**src/rtl/alq_pkg.sv**
```systemverilog
// ----------------------------------------------------------------------------
// alq_pkg
// Types and constants for the averaged level quantizer.
// ----------------------------------------------------------------------------
package alq_pkg;

	localparam int WINDOW     = 8;
	localparam int IDX_W      = $clog2(WINDOW);
	localparam int SAMPLE_W   = 11;
	localparam int SUM_W      = SAMPLE_W + IDX_W;
	localparam int AVG_W      = SAMPLE_W - 1;
	localparam int LEVEL_W    = 12;

	// full scale 600 mV reference times 6 for the 1/6 gain, over 2^10 codes
	localparam int MV_SCALE   = 600 * 6;
	localparam int SCALE_W    = 12;
	localparam int ADC_RES    = 10;
	localparam int PROD_W     = AVG_W + SCALE_W;

	localparam int DIV_STEPS  = LEVEL_W;
	localparam int CNT_W      = $clog2(DIV_STEPS);

	localparam logic [LEVEL_W-1:0] STEP_SIZE_RESET = LEVEL_W'(100);

	typedef enum logic [1:0] {
		ST_IDLE,
		ST_SCALE,
		ST_DIV,
		ST_EMIT
	} alq_state_t;

endpackage

```
**src/rtl/averaged_level_quantizer.sv**
```systemverilog
// timing: a sample request is taken in idle, then passes the scale state, the
// bit-per-cycle restoring divider and the compare state; a new sample is taken
// only once the last one is through. a result waiting at the output delays the
// next sample when the new step differs from the last step.
// reset: ring, running sum, ring index and last step clear to zero, step size
// returns to 100 mV; reset is asynchronous, active low.
// ----------------------------------------------------------------------------
// averaged_level_quantizer
// Moving average over a sample ring, scaled to millivolts and divided by the
// configured step size; a step is reported only when it changes.
// ----------------------------------------------------------------------------
module averaged_level_quantizer
	import alq_pkg::*;
(
	input  logic                       clk,
	input  logic                       arst_n,
	input  logic                       in_valid,
	output logic                       in_ready,
	input  logic signed [SAMPLE_W-1:0] sample,
	output logic                       out_valid,
	input  logic                       out_ready,
	output logic        [LEVEL_W-1:0]  step,
	input  logic                       cfg_valid,
	output logic                       cfg_ready,
	input  logic        [LEVEL_W-1:0]  step_size_mv
);

	alq_state_t state_q, state_d;

	logic signed [SAMPLE_W-1:0] ring_q [WINDOW];
	logic        [IDX_W-1:0]    idx_q;
	logic signed [SUM_W-1:0]    sum_q;
	logic        [LEVEL_W-1:0]  step_size_q;
	logic        [LEVEL_W-1:0]  div_q;
	logic        [LEVEL_W-1:0]  quot_q;
	logic        [LEVEL_W-1:0]  rem_q;
	logic        [CNT_W-1:0]    cnt_q;
	logic        [LEVEL_W-1:0]  last_step_q;
	logic        [LEVEL_W-1:0]  step_q;
	logic                       out_valid_q;

	logic                       in_acc;
	logic signed [SUM_W-1:0]    sum_next;
	logic        [AVG_W-1:0]    avg;
	logic        [PROD_W-1:0]   prod;
	logic        [LEVEL_W-1:0]  mv;
	logic        [LEVEL_W:0]    trial;
	logic                       trial_ge;
	logic                       out_free;
	logic                       load_out;

	assign in_ready  = (state_q == ST_IDLE);
	assign in_acc    = in_valid && in_ready;
	assign cfg_ready = 1'b1;
	assign out_valid = out_valid_q;
	assign step      = step_q;
	assign out_free  = !out_valid_q || out_ready;

	// running sum: drop the overwritten entry, add the new one
	assign sum_next = sum_q - SUM_W'(ring_q[idx_q]) + SUM_W'(sample);

	// average truncates toward zero; non-positive sums give 0 mV anyway
	always_comb begin
		if (sum_q > 0) begin
			avg = AVG_W'(sum_q / WINDOW);
		end else begin
			avg = '0;
		end
		prod = PROD_W'(avg) * PROD_W'(MV_SCALE);
		mv   = LEVEL_W'(prod >> ADC_RES);
	end

	// one restoring divide step
	assign trial    = {rem_q, quot_q[LEVEL_W-1]};
	assign trial_ge = (trial >= {1'b0, div_q});

	always_comb begin
		state_d  = state_q;
		load_out = 1'b0;
		unique case (state_q)
			ST_IDLE: begin
				if (in_acc) begin
					state_d = ST_SCALE;
				end
			end
			ST_SCALE: begin
				state_d = ST_DIV;
			end
			ST_DIV: begin
				if (cnt_q == CNT_W'(DIV_STEPS - 1)) begin
					state_d = ST_EMIT;
				end
			end
			ST_EMIT: begin
				if (quot_q == last_step_q) begin
					state_d = ST_IDLE;
				end else if (out_free) begin
					load_out = 1'b1;
					state_d  = ST_IDLE;
				end
			end
			default: begin
				state_d = ST_IDLE;
			end
		endcase
	end

	always_ff @(posedge clk or negedge arst_n) begin
		if (!arst_n) begin
			state_q <= ST_IDLE;
		end else begin
			state_q <= state_d;
		end
	end

	always_ff @(posedge clk or negedge arst_n) begin
		if (!arst_n) begin
			for (int i = 0; i < WINDOW; i++) begin
				ring_q[i] <= '0;
			end
			idx_q <= '0;
			sum_q <= '0;
		end else if (in_acc) begin
			ring_q[idx_q] <= sample;
			sum_q         <= sum_next;
			if (idx_q == IDX_W'(WINDOW - 1)) begin
				idx_q <= '0;
			end else begin
				idx_q <= idx_q + 1'b1;
			end
		end
	end

	always_ff @(posedge clk or negedge arst_n) begin
		if (!arst_n) begin
			step_size_q <= STEP_SIZE_RESET;
		end else if (cfg_valid && cfg_ready) begin
			step_size_q <= step_size_mv;
		end
	end

	always_ff @(posedge clk or negedge arst_n) begin
		if (!arst_n) begin
			cnt_q <= '0;
		end else if (state_q == ST_SCALE) begin
			cnt_q <= '0;
		end else if (state_q == ST_DIV) begin
			cnt_q <= cnt_q + 1'b1;
		end
	end

	// divider datapath: quotient bits shift in as dividend bits shift out
	always_ff @(posedge clk) begin
		if (state_q == ST_SCALE) begin
			quot_q <= mv;
			rem_q  <= '0;
			div_q  <= (step_size_q == '0) ? LEVEL_W'(1) : step_size_q;
		end else if (state_q == ST_DIV) begin
			quot_q <= {quot_q[LEVEL_W-2:0], trial_ge};
			if (trial_ge) begin
				rem_q <= LEVEL_W'(trial - {1'b0, div_q});
			end else begin
				rem_q <= trial[LEVEL_W-1:0];
			end
		end
	end

	always_ff @(posedge clk or negedge arst_n) begin
		if (!arst_n) begin
			out_valid_q <= 1'b0;
			last_step_q <= '0;
		end else begin
			if (load_out) begin
				out_valid_q <= 1'b1;
				last_step_q <= quot_q;
			end else if (out_ready) begin
				out_valid_q <= 1'b0;
			end
		end
	end

	always_ff @(posedge clk) begin
		if (load_out) begin
			step_q <= quot_q;
		end
	end

`ifndef SYNTHESIS
	a_div_cnt_range: assert property (@(posedge clk) disable iff (!arst_n)
		state_q == ST_DIV |-> cnt_q < CNT_W'(DIV_STEPS))
		else $error("divide counter out of range");

	a_rem_below_div: assert property (@(posedge clk) disable iff (!arst_n)
		state_q == ST_DIV |-> rem_q < div_q)
		else $error("divider remainder not below divisor");

	a_new_step_tracked: assert property (@(posedge clk) disable iff (!arst_n)
		load_out |=> out_valid_q && step_q == last_step_q)
		else $error("reported step not recorded as last step");

	a_no_input_while_busy: assert property (@(posedge clk) disable iff (!arst_n)
		in_acc |=> !in_ready)
		else $error("sample request taken while a sample is in progress");
`endif

endmodule
```
**config.mk**
```make
export PLATFORM = sky130hd
export DESIGN_NAME = averaged_level_quantizer
export DESIGN_NICKNAME = d
export VERILOG_FILES = /design/src/rtl/alq_pkg.sv /design/src/rtl/averaged_level_quantizer.sv
export SDC_FILE = /design/constraint.sdc
export NUM_CORES = 1
export LEC_CHECK = 0
export BUFFER_PORTS_ARGS = -buffer_cell sky130_fd_sc_hd__clkbuf_2
export CORE_ASPECT_RATIO = 1.25
export CORE_MARGIN = 2
export CORE_UTILIZATION = 40
export CTS_CLUSTER_DIAMETER = 120
export CTS_CLUSTER_SIZE = 14
export DETAILED_ROUTE_END_ITERATION = 12
export PLACE_DENSITY = 0.7
export SYNTH_ARGS = -nofsm -noshare
export SYNTH_HDL_FRONTEND = slang
export SYNTH_SLANG_ARGS = --single-unit
```
**constraint.sdc**
```tcl
create_clock -name clk -period 4.6 [get_ports clk]
set_clock_uncertainty 0.05 [all_clocks]
set_input_delay 0 -clock clk [delete_from_list [all_inputs] [get_ports clk]]
set_output_delay 0 -clock clk [all_outputs]
set_load 0.005 [all_outputs]
```
==> results.json, run 1 <==
{
  "hold_violations": 0,
  "mappedNetlistArea_mm2": 0.0110,
  "tritoncts": "done",
  "async_flop_share_pct": 73.9,
  "synthMostInstantiatedCell": "sky130_fd_sc_hd__dfrtp_1",
  "gr-usage-all-layers_pct": 16.9,
  "number_of_clock_buffers_inserted_by_tritoncts": 17,
  "worstSkewPairLatency_ps": 440,
  "setup.reg_to_reg.worst_slack_ps": 60,
  "place.port_buffers": 41,
  "cts_htree_levels": 4,
  "die_height_um": 189,
  "drc_errors_left": 0,
  "routed_wirelength_um": 24300,
  "synth_commonest_cells": "133 x sky130_fd_sc_hd__dfrtp_1, 110 x sky130_fd_sc_hd__mux2_2, 95 x sky130_fd_sc_hd__inv_1",
  "layout_worst_path_cycle_share_pct": 98.6,
  "mappedNetlistNets": 1163,
  "number_of_flops_mapped_to_enable_cells_by_yosys": 36,
  "max_slew_margin_pct": 21.6,
  "cts-root-to-sink-buffers": 2,
  "finalSetupViolCount": 0,
  "hold_path_end": "step_size_q[5]$_DFFE_PN1P_",
  "synth.distinct_cells": 74,
  "crit_path_end_kind": "register",
  "maxSlewViolCount": 0,
  "cap_violations": 0,
  "clk_root_buffer_cell": "sky130_fd_sc_hd__clkbuf_16",
  "avgViaCountPerCell": 5.37,
  "antennaDiodeCount": 0,
  "syn_area_per_cell_um2": 10.6,
  "gp_congestion": 0.892,
  "placement_rows": 67,
  "reg2reg_from": "sum_q[0]$_DFFE_PN0P_",
  "coreArea_mm2": 0.0269,
  "synth_top_area_share_pct": 30.3,
  "timing.critical_path.arrival_ps": 4680,
  "number_of_antenna_violations_at_the_first_check_in_global_routing": 0,
  "gr-total-overflow": 0,
  "drt_iter0_markers": 292,
  "hold_start": "cfg_valid",
  "run_status": "finished clean",
  "timing.setup.critical_path_class": "register to register",
  "num_io_pins": 43,
  "synthFlopType": "sky130_fd_sc_hd__dfrtp_1",
  "synthesis.instances": 1032,
  "rr_worst_depth": 19,
  "syn2layout_area_growth_pct": 20.4,
  "largest_net_degree_at_the_start_of_global_routing": 85,
  "drt.antenna.violating_nets": 0,
  "cp_launch_type": "register",
  "fmax_mhz": 220,
  "dr_total_vias": 7939,
  "instances_no_fill": 1478,
  "first_global_vias": 8060,
  "cts.sink_count": 184,
  "netlist.top_cell.by_area": "sky130_fd_sc_hd__dfrtp_1",
  "yosysWarningCount": 0,
  "yosys_register_bits": 184,
  "dp.cells": 1413,
  "drive_gt1_share_pct": 28.3,
  "setup_repair_after_global_routing_missed_its_margin": "yes",
  "grt_first_pass_wirelength_um": 39600,
  "period_minus_slack_ps": 4540,
  "worst_setup_hold_path_clk_slew_ps": 80,
  "r2r-end": "quot_q[9]$_DFFE_PP_",
  "worstPathMaxFanout": 3,
  "finalNetCount": 1252,
  "floorplan.initialDensity_pct": 40.8,
  "worst_hold_path_type": "input port to register",
  "synth_area_leaders": "sky130_fd_sc_hd__dfrtp_1 30%, sky130_fd_sc_hd__mux2_2 11%, sky130_fd_sc_hd__edfxtp_1 9.8%, sky130_fd_sc_hd__ha_1 9.1%, sky130_fd_sc_hd__fa_1 4.2%",
  "worst_path_required_time_ps": 4740,
  "tightest_slew_ps": 1170,
  "synth.yosys.seq_area_share_pct": 43.0,
  "worst_hold_path.num_cells": 2,
  "detailedPlacementHpwl_um": 17000,
  "firstDrtPassIters": 5,
  "fp.dieW_um": 152,
  "route.detailed.wl_per_inst_um": 16.4,
  "die_area_mm2": 0.0288
}
## how the worst max path moves through the flow
stage,start,endpoint,slack (ps)
after global placement,sum_q[0]$_DFFE_PN0P_,quot_q[9]$_DFFE_PP_,-60
after global routing,sum_q[0]$_DFFE_PN0P_,quot_q[9]$_DFFE_PP_,-150
after CTS,sum_q[2]$_DFFE_PN0P_,quot_q[10]$_DFFE_PP_,0.8
final,sum_q[0]$_DFFE_PN0P_,quot_q[9]$_DFFE_PP_,60
after detailed placement,sum_q[0]$_DFFE_PN0P_,quot_q[9]$_DFFE_PP_,-180
after floorplan,sum_q[0]$_DFFE_PN0P_,quot_q[10]$_DFFE_PP_,0.7
## critical path, stage by stage (launching register included)
cell and delay [ps]:
sky130_fd_sc_hd__dfrtp_1 390, sky130_fd_sc_hd__nor3_2 210, sky130_fd_sc_hd__nor2b_1 70, sky130_fd_sc_hd__ha_2 200, sky130_fd_sc_hd__ha_4 180, sky130_fd_sc_hd__and3_4 180, sky130_fd_sc_hd__xnor2_1 110, sky130_fd_sc_hd__nor2_1 170
sky130_fd_sc_hd__buf_4 140, sky130_fd_sc_hd__ha_1 250, sky130_fd_sc_hd__ha_4 290, sky130_fd_sc_hd__fa_1 450, sky130_fd_sc_hd__ha_4 280, sky130_fd_sc_hd__ha_4 250, sky130_fd_sc_hd__nor2b_2 160, sky130_fd_sc_hd__o21ai_2 250
sky130_fd_sc_hd__a21oi_4 130, sky130_fd_sc_hd__o311ai_4 310, sky130_fd_sc_hd__a211o_1 180, sky130_fd_sc_hd__nand3_1 70
## logic make-up (layout without fill, tap and decap cells)
group / count (synthesis) / in the layout / share of synthesized area [%]
and+or+nand+nor: 233 / 233 / 9.93
AOI/OAI and AO/OA: 192 / 192 / 11.5
DFF: 184 / 184 / 43.0
buffers and inverters: 147 / 248 / 5.26
muxes: 129 / 129 / 13.5
adders and majority gates: 103 / 103 / 13.3
xor gates and xnor gates: 43 / 43 / 3.43
other: 1 / 1 / 0.0341
## final cells by class
type / count / area, um^2
clock buffers: 18 / 450
clock inverters: 13 / 149
fillers: 2356 / 13700
inverters: 97 / 367
multi-input cells: 701 / 6210
flip-flops and latches: 184 / 4730
well taps: 345 / 432
repair buffers: 120 / 895
## cells in the final DEF (no fill, tap or decap), types with 21 or more instances in the layout
cell	instances
sky130_fd_sc_hd__nor2_1	45
sky130_fd_sc_hd__nand2_1	78
sky130_fd_sc_hd__fa_1	21
sky130_fd_sc_hd__nand3_1	27
sky130_fd_sc_hd__dfrtp_1	133
sky130_fd_sc_hd__ha_4	23
sky130_fd_sc_hd__a21oi_1	25
sky130_fd_sc_hd__clkbuf_2	40
sky130_fd_sc_hd__ha_1	55
sky130_fd_sc_hd__dlygate4sd3_1	26
sky130_fd_sc_hd__buf_4	51
sky130_fd_sc_hd__xnor2_1	28
sky130_fd_sc_hd__inv_1	91
sky130_fd_sc_hd__edfxtp_1	36
sky130_fd_sc_hd__o21ai_0	56
sky130_fd_sc_hd__mux2_2	109
## timing repair
action | in CTS | in global routing
pin swaps | 18 | 31
endpoints found under the hold margin | 180 | 0
hold buffers | 26 | 0
setup buffers | 1 | 7
resized for setup | 23 | 39
endpoints found under the setup margin | 6 | 7
## state kept, by name (all words and copies together) (netlist names)
signal       cells
state_q          2
out_valid        1
cnt_q            4
div_q           12
idx_q            3
rem_q           12
ring_q          88
last_step_q     12
step_size_q     12
step            12
quot_q          12
sum_q           14
## layer usage
metal | up-vias | routed length, um | global-route usage [%]
met5 | - | 0 | 0
met4 | 0 | 722 | 7.23
met3 | 57 | 761 | 2.38
met2 | 162 | 12600 | 30.9
met1 | 3899 | 10200 | 19.7
li1 | 3821 | - | -
## per-stage QoR
| stage | hold WS (ps) | area, um^2 | setup slack [ps] | util (%) | TNS, ps |
|---|---|---|---|---|---|
| after floorplan | -346 | 11100 | 0.686 | - | 0 |
| after detailed placement | 76.6 | 11900 | -176 | 44.2 | -552 |
| final | 76.8 | 13200 | 62.4 | 49.2 | 0 |
| after global placement | 68.7 | 11900 | -62.3 | 44.2 | -64.6 |
| after CTS | 74.1 | 12900 | 0.783 | 47.9 | 0 |
| after global routing | 90.3 | 13200 | -147 | 49.2 | -547 |
Power of run 1 is left out: the tool's default activity adds up to more than one toggle a clock period on the data nets, which glitch-free logic cannot reach.
==> run 2, diff against run 1 <==
--- a/config.mk
+++ b/config.mk
@@ -5,6 +5,7 @@
 export SDC_FILE = /design/constraint.sdc
 export NUM_CORES = 1
 export LEC_CHECK = 0
+export ABC_AREA = 1
 export BUFFER_PORTS_ARGS = -buffer_cell sky130_fd_sc_hd__clkbuf_2
 export CORE_ASPECT_RATIO = 1.25
 export CORE_MARGIN = 2
@@ -13,6 +14,7 @@
 export CTS_CLUSTER_SIZE = 14
 export DETAILED_ROUTE_END_ITERATION = 12
 export PLACE_DENSITY = 0.7
+export SKIP_LAST_GASP = 1
 export SYNTH_ARGS = -nofsm -noshare
 export SYNTH_HDL_FRONTEND = slang
 export SYNTH_SLANG_ARGS = --single-unit
==> run 2 against run 1 <==
Net effect:
- sequential cell count unchanged
- die area about the same
- maximum frequency up 1.0%
- count of clock-buffer cells in the layout is 1 lower
- non-clock buffer count is 23 lower
- highest routed layer unchanged
==> results.json, run 2 <==
{
  "synthesis.instances": 1311,
  "reg2reg_from": "sum_q[10]$_DFFE_PN0P_",
  "run_status": "finished clean",
  "gr-total-overflow": 0,
  "finish.instance_area_mm2": 0.0129,
  "tightest_slew_ps": 981,
  "reg.largest.list": "ring_q x88, sum_q x14",
  "largest_net_degree_at_the_start_of_global_routing": 106,
  "instances_no_fill": 1734,
  "drive_gt1_share_pct": 13.1,
  "num_io_pins": 43,
  "grt_first_pass_wirelength_um": 43600,
  "worst_path_required_time_ps": 4750,
  "yosysWarningCount": 0,
  "maxSlewViolCount": 0,
  "drt_iter0_markers": 566,
  "cap_violations": 0,
  "cp_launch_type": "register",
  "timing.critical_path.arrival_ps": 4640,
  "place.port_buffers": 41,
  "cp_cell_sequence": "inv_1 > nand4_1 > nor3_1 > nand2_1 > nand2_4 > clkinvlp_4 > nand2_2 > nand2_1 > nand2_1 > inv_1 > ha_1 > ha_1 > fa_1 > ha_1 > ha_4 > buf_4 > nand2_1 > nor2_1 > nand3_1 > nand3_1 > nand2_1 > nand3_1 > nand2_1",
  "floorplan.initialDensity_pct": 40.8,
  "antennaDiodeCount": 0,
  "worstSkewPairLatency_ps": 450,
  "number_of_flops_mapped_to_enable_cells_by_yosys": 36,
  "fp.dieW_um": 152,
  "number_of_antenna_violations_at_the_first_check_in_global_routing": 0,
  "number_of_clock_buffers_inserted_by_tritoncts": 17,
  "hold_violations": 0,
  "yosys_register_bits": 184,
  "synth.yosys.seq_area_share_pct": 43.0,
  "startpoint": "sum_q[10]$_DFFE_PN0P_",
  "drc_errors_left": 0,
  "placement_rows": 67,
  "drt.antenna.violating_nets": 0,
  "crit_path_end_kind": "register",
  "die_height_um": 189,
  "worst_hold_path_type": "input port to register",
  "routed_wirelength_um": 26500,
  "fmax_mhz": 223,
  "nFillCells": 2514,
  "synth_top_area_share_pct": 30.3,
  "capture_point_of_the_critical_path": "quot_q[10]$_DFFE_PP_",
  "cts_htree_levels": 4,
  "timing.critical_path.depth": 23,
  "r2r-end": "quot_q[10]$_DFFE_PP_",
  "mappedNetlistNets": 1442,
  "tritoncts": "done",
  "top_register": "ring_q",
  "finalSetupViolCount": 0,
  "firstDrtPassIters": 5,
  "cts.sink_count": 184,
  "critPathTopFamily": "adder cells",
  "multiInputGateArea_mm2": 0.00565,
  "clk_root_buffer_cell": "sky130_fd_sc_hd__clkbuf_16",
  "mappedNetlistArea_mm2": 0.0110,
  "syn_area_per_cell_um2": 8.38,
  "gp_congestion": 0.937,
  "cpPeakStageDelay_ps": 460,
  "worst_setup_hold_path_clk_slew_ps": 80,
  "coreArea_mm2": 0.0269,
  "syn2layout_area_growth_pct": 17.0,
  "async_flop_share_pct": 73.9,
  "avgViaCountPerCell": 5.16,
  "dr_total_vias": 8952,
  "rr_worst_depth": 23,
  "synth.distinct_cells": 52,
  "route.detailed.wl_per_inst_um": 15.3,
  "layout.cells.most_common": "sky130_fd_sc_hd__nand2_1",
  "worstPathMaxFanout": 6,
  "timing.setup.tns_ps": 0,
  "die_area_mm2": 0.0288,
  "synthFlopType": "sky130_fd_sc_hd__dfrtp_1",
  "period_minus_slack_ps": 4490,
  "synthMostInstantiatedCell": "sky130_fd_sc_hd__nand2_1",
  "critPathSlowestCell": "sky130_fd_sc_hd__fa_1",
  "place_area_mm2": 0.0116,
  "layout_worst_path_cycle_share_pct": 97.6,
  "synth_area_leaders": "sky130_fd_sc_hd__dfrtp_1 30%, sky130_fd_sc_hd__nand2_1 11%, sky130_fd_sc_hd__edfxtp_1 9.8%, sky130_fd_sc_hd__ha_1 9.1%, sky130_fd_sc_hd__inv_1 6.4%",
  "synth_commonest_cells": "322 x sky130_fd_sc_hd__nand2_1, 186 x sky130_fd_sc_hd__inv_1, 133 x sky130_fd_sc_hd__dfrtp_1",
  "gr-usage-all-layers_pct": 18.4,
  "setup_repair_after_global_routing_missed_its_margin": "yes",
  "detailedPlacementHpwl_um": 18300,
  "most-common-layout-cells": "320 x sky130_fd_sc_hd__nand2_1, 182 x sky130_fd_sc_hd__inv_1, 133 x sky130_fd_sc_hd__dfrtp_1, 126 x sky130_fd_sc_hd__o21ai_0, 64 x sky130_fd_sc_hd__nand3_1",
  "first_global_vias": 8864,
  "dp.cells": 1667,
  "finalNetCount": 1507,
  "cts-root-to-sink-buffers": 2,
  "cpMostUsedCell": "sky130_fd_sc_hd__nand2_1",
  "timing.setup.critical_path_class": "register to register",
  "netlist.top_cell.by_area": "sky130_fd_sc_hd__dfrtp_1",
  "largest_register_ff_count": 88,
  "cp_num_buf_inv": 4,
  "ff_latch_area_mm2": 0.00473,
  "setup.reg_to_reg.worst_slack_ps": 110,
  "max_slew_margin_pct": 34.6
}
run 2: cell count changes in the layout (fill, tap and decap cells not counted), moves of 15 or more:
cell,previous run,this run
sky130_fd_sc_hd__a21oi_1,25,45
sky130_fd_sc_hd__xnor2_1,28,13
sky130_fd_sc_hd__nand2_1,78,320
sky130_fd_sc_hd__nand3_1,27,64
sky130_fd_sc_hd__nand4_1,7,34
sky130_fd_sc_hd__inv_1,91,182
sky130_fd_sc_hd__o21ai_0,56,126
sky130_fd_sc_hd__mux2i_1,15,0
sky130_fd_sc_hd__mux2_2,109,1
sky130_fd_sc_hd__buf_4,51,24
run 2: cell type report:
| class | count | area share, % |
|---|---|---|
| Multi-Input combinational cell | 880 | 44.0 |
| Sequential cell | 184 | 36.8 |
| Inverter | 196 | 5.75 |
| Timing Repair Buffer | 97 | 5.54 |
| Tap cell | 345 | 3.36 |
| Clock buffer | 17 | 3.31 |
| Clock inverter | 15 | 1.31 |
run 2: timing repair:
item,4_1_cts,5_1_grt
endpoints found under the setup margin,5,8
hold buffers,32,0
gates resized for setup,16,37
setup buffers,0,3
endpoints found under the hold margin,194,0
pin swaps,7,7
run 2: stage by stage:
stage	util, %	hold slack (ps)	worst slack [ps]
4_1_cts	46.6	6.20	-9.32
3_5_place_dp	43.0	146	-120
2_1_floorplan	-	-346	153
5_1_grt	47.8	65.7	-102
6_report	47.8	12.6	108
3_3_place_gp	43.0	130	8.97
run 2: logic make-up (layout without fill, tap and decap cells):
| group | count (synthesis) | in the layout | synth area share, % |
|---|---|---|---|
| simple gates | 512 | 512 | 20.2 |
| flops | 184 | 184 | 43.0 |
| xor+xnor | 30 | 30 | 2.39 |
| compound gates | 233 | 233 | 12.1 |
| buf+inv | 247 | 325 | 8.82 |
| fa+ha+maj | 103 | 103 | 13.3 |
| other cells | 1 | 1 | 0.0341 |
| mux | 1 | 1 | 0.102 |
run 2: worst min-delay path: stages:
cell and delay (ps):
sky130_fd_sc_hd__clkbuf_2 270, sky130_fd_sc_hd__nand2_1 120, sky130_fd_sc_hd__o21ai_0 80
run 2: how the worst min path moves through the flow:
stage / startpoint / endpoint / slack [ps] / cells after the start
finish: cfg_valid / step_size_q[2]$_DFFE_PN1P_ / 10 / 3
global route: cfg_valid / step_size_q[2]$_DFFE_PN1P_ / 70 / 3
CTS: cfg_valid / step_size_q[8]$_DFFE_PN0P_ / 6 / 3
detailed placement: arst_n / step_size_q[10]$_DFFE_PN0P_ / 150 / 1
global placement: arst_n / step_size_q[10]$_DFFE_PN0P_ / 130 / 1
floorplan: arst_n / cnt_q[0]$_DFFE_PN0P_ / -350 / 0
run 2: routing by layer:
layer	track usage, %	part of all wire [%]	vias to the layer above	routed length [um]
met2	33.9	52	221	13800
li1	-	-	4419	-
met1	22.4	42	4266	11200
met4	5.21	2.1	0	567
met3	2.82	3.6	46	950
met5	0	0	-	0
Power of run 2 is left out for the same reason.
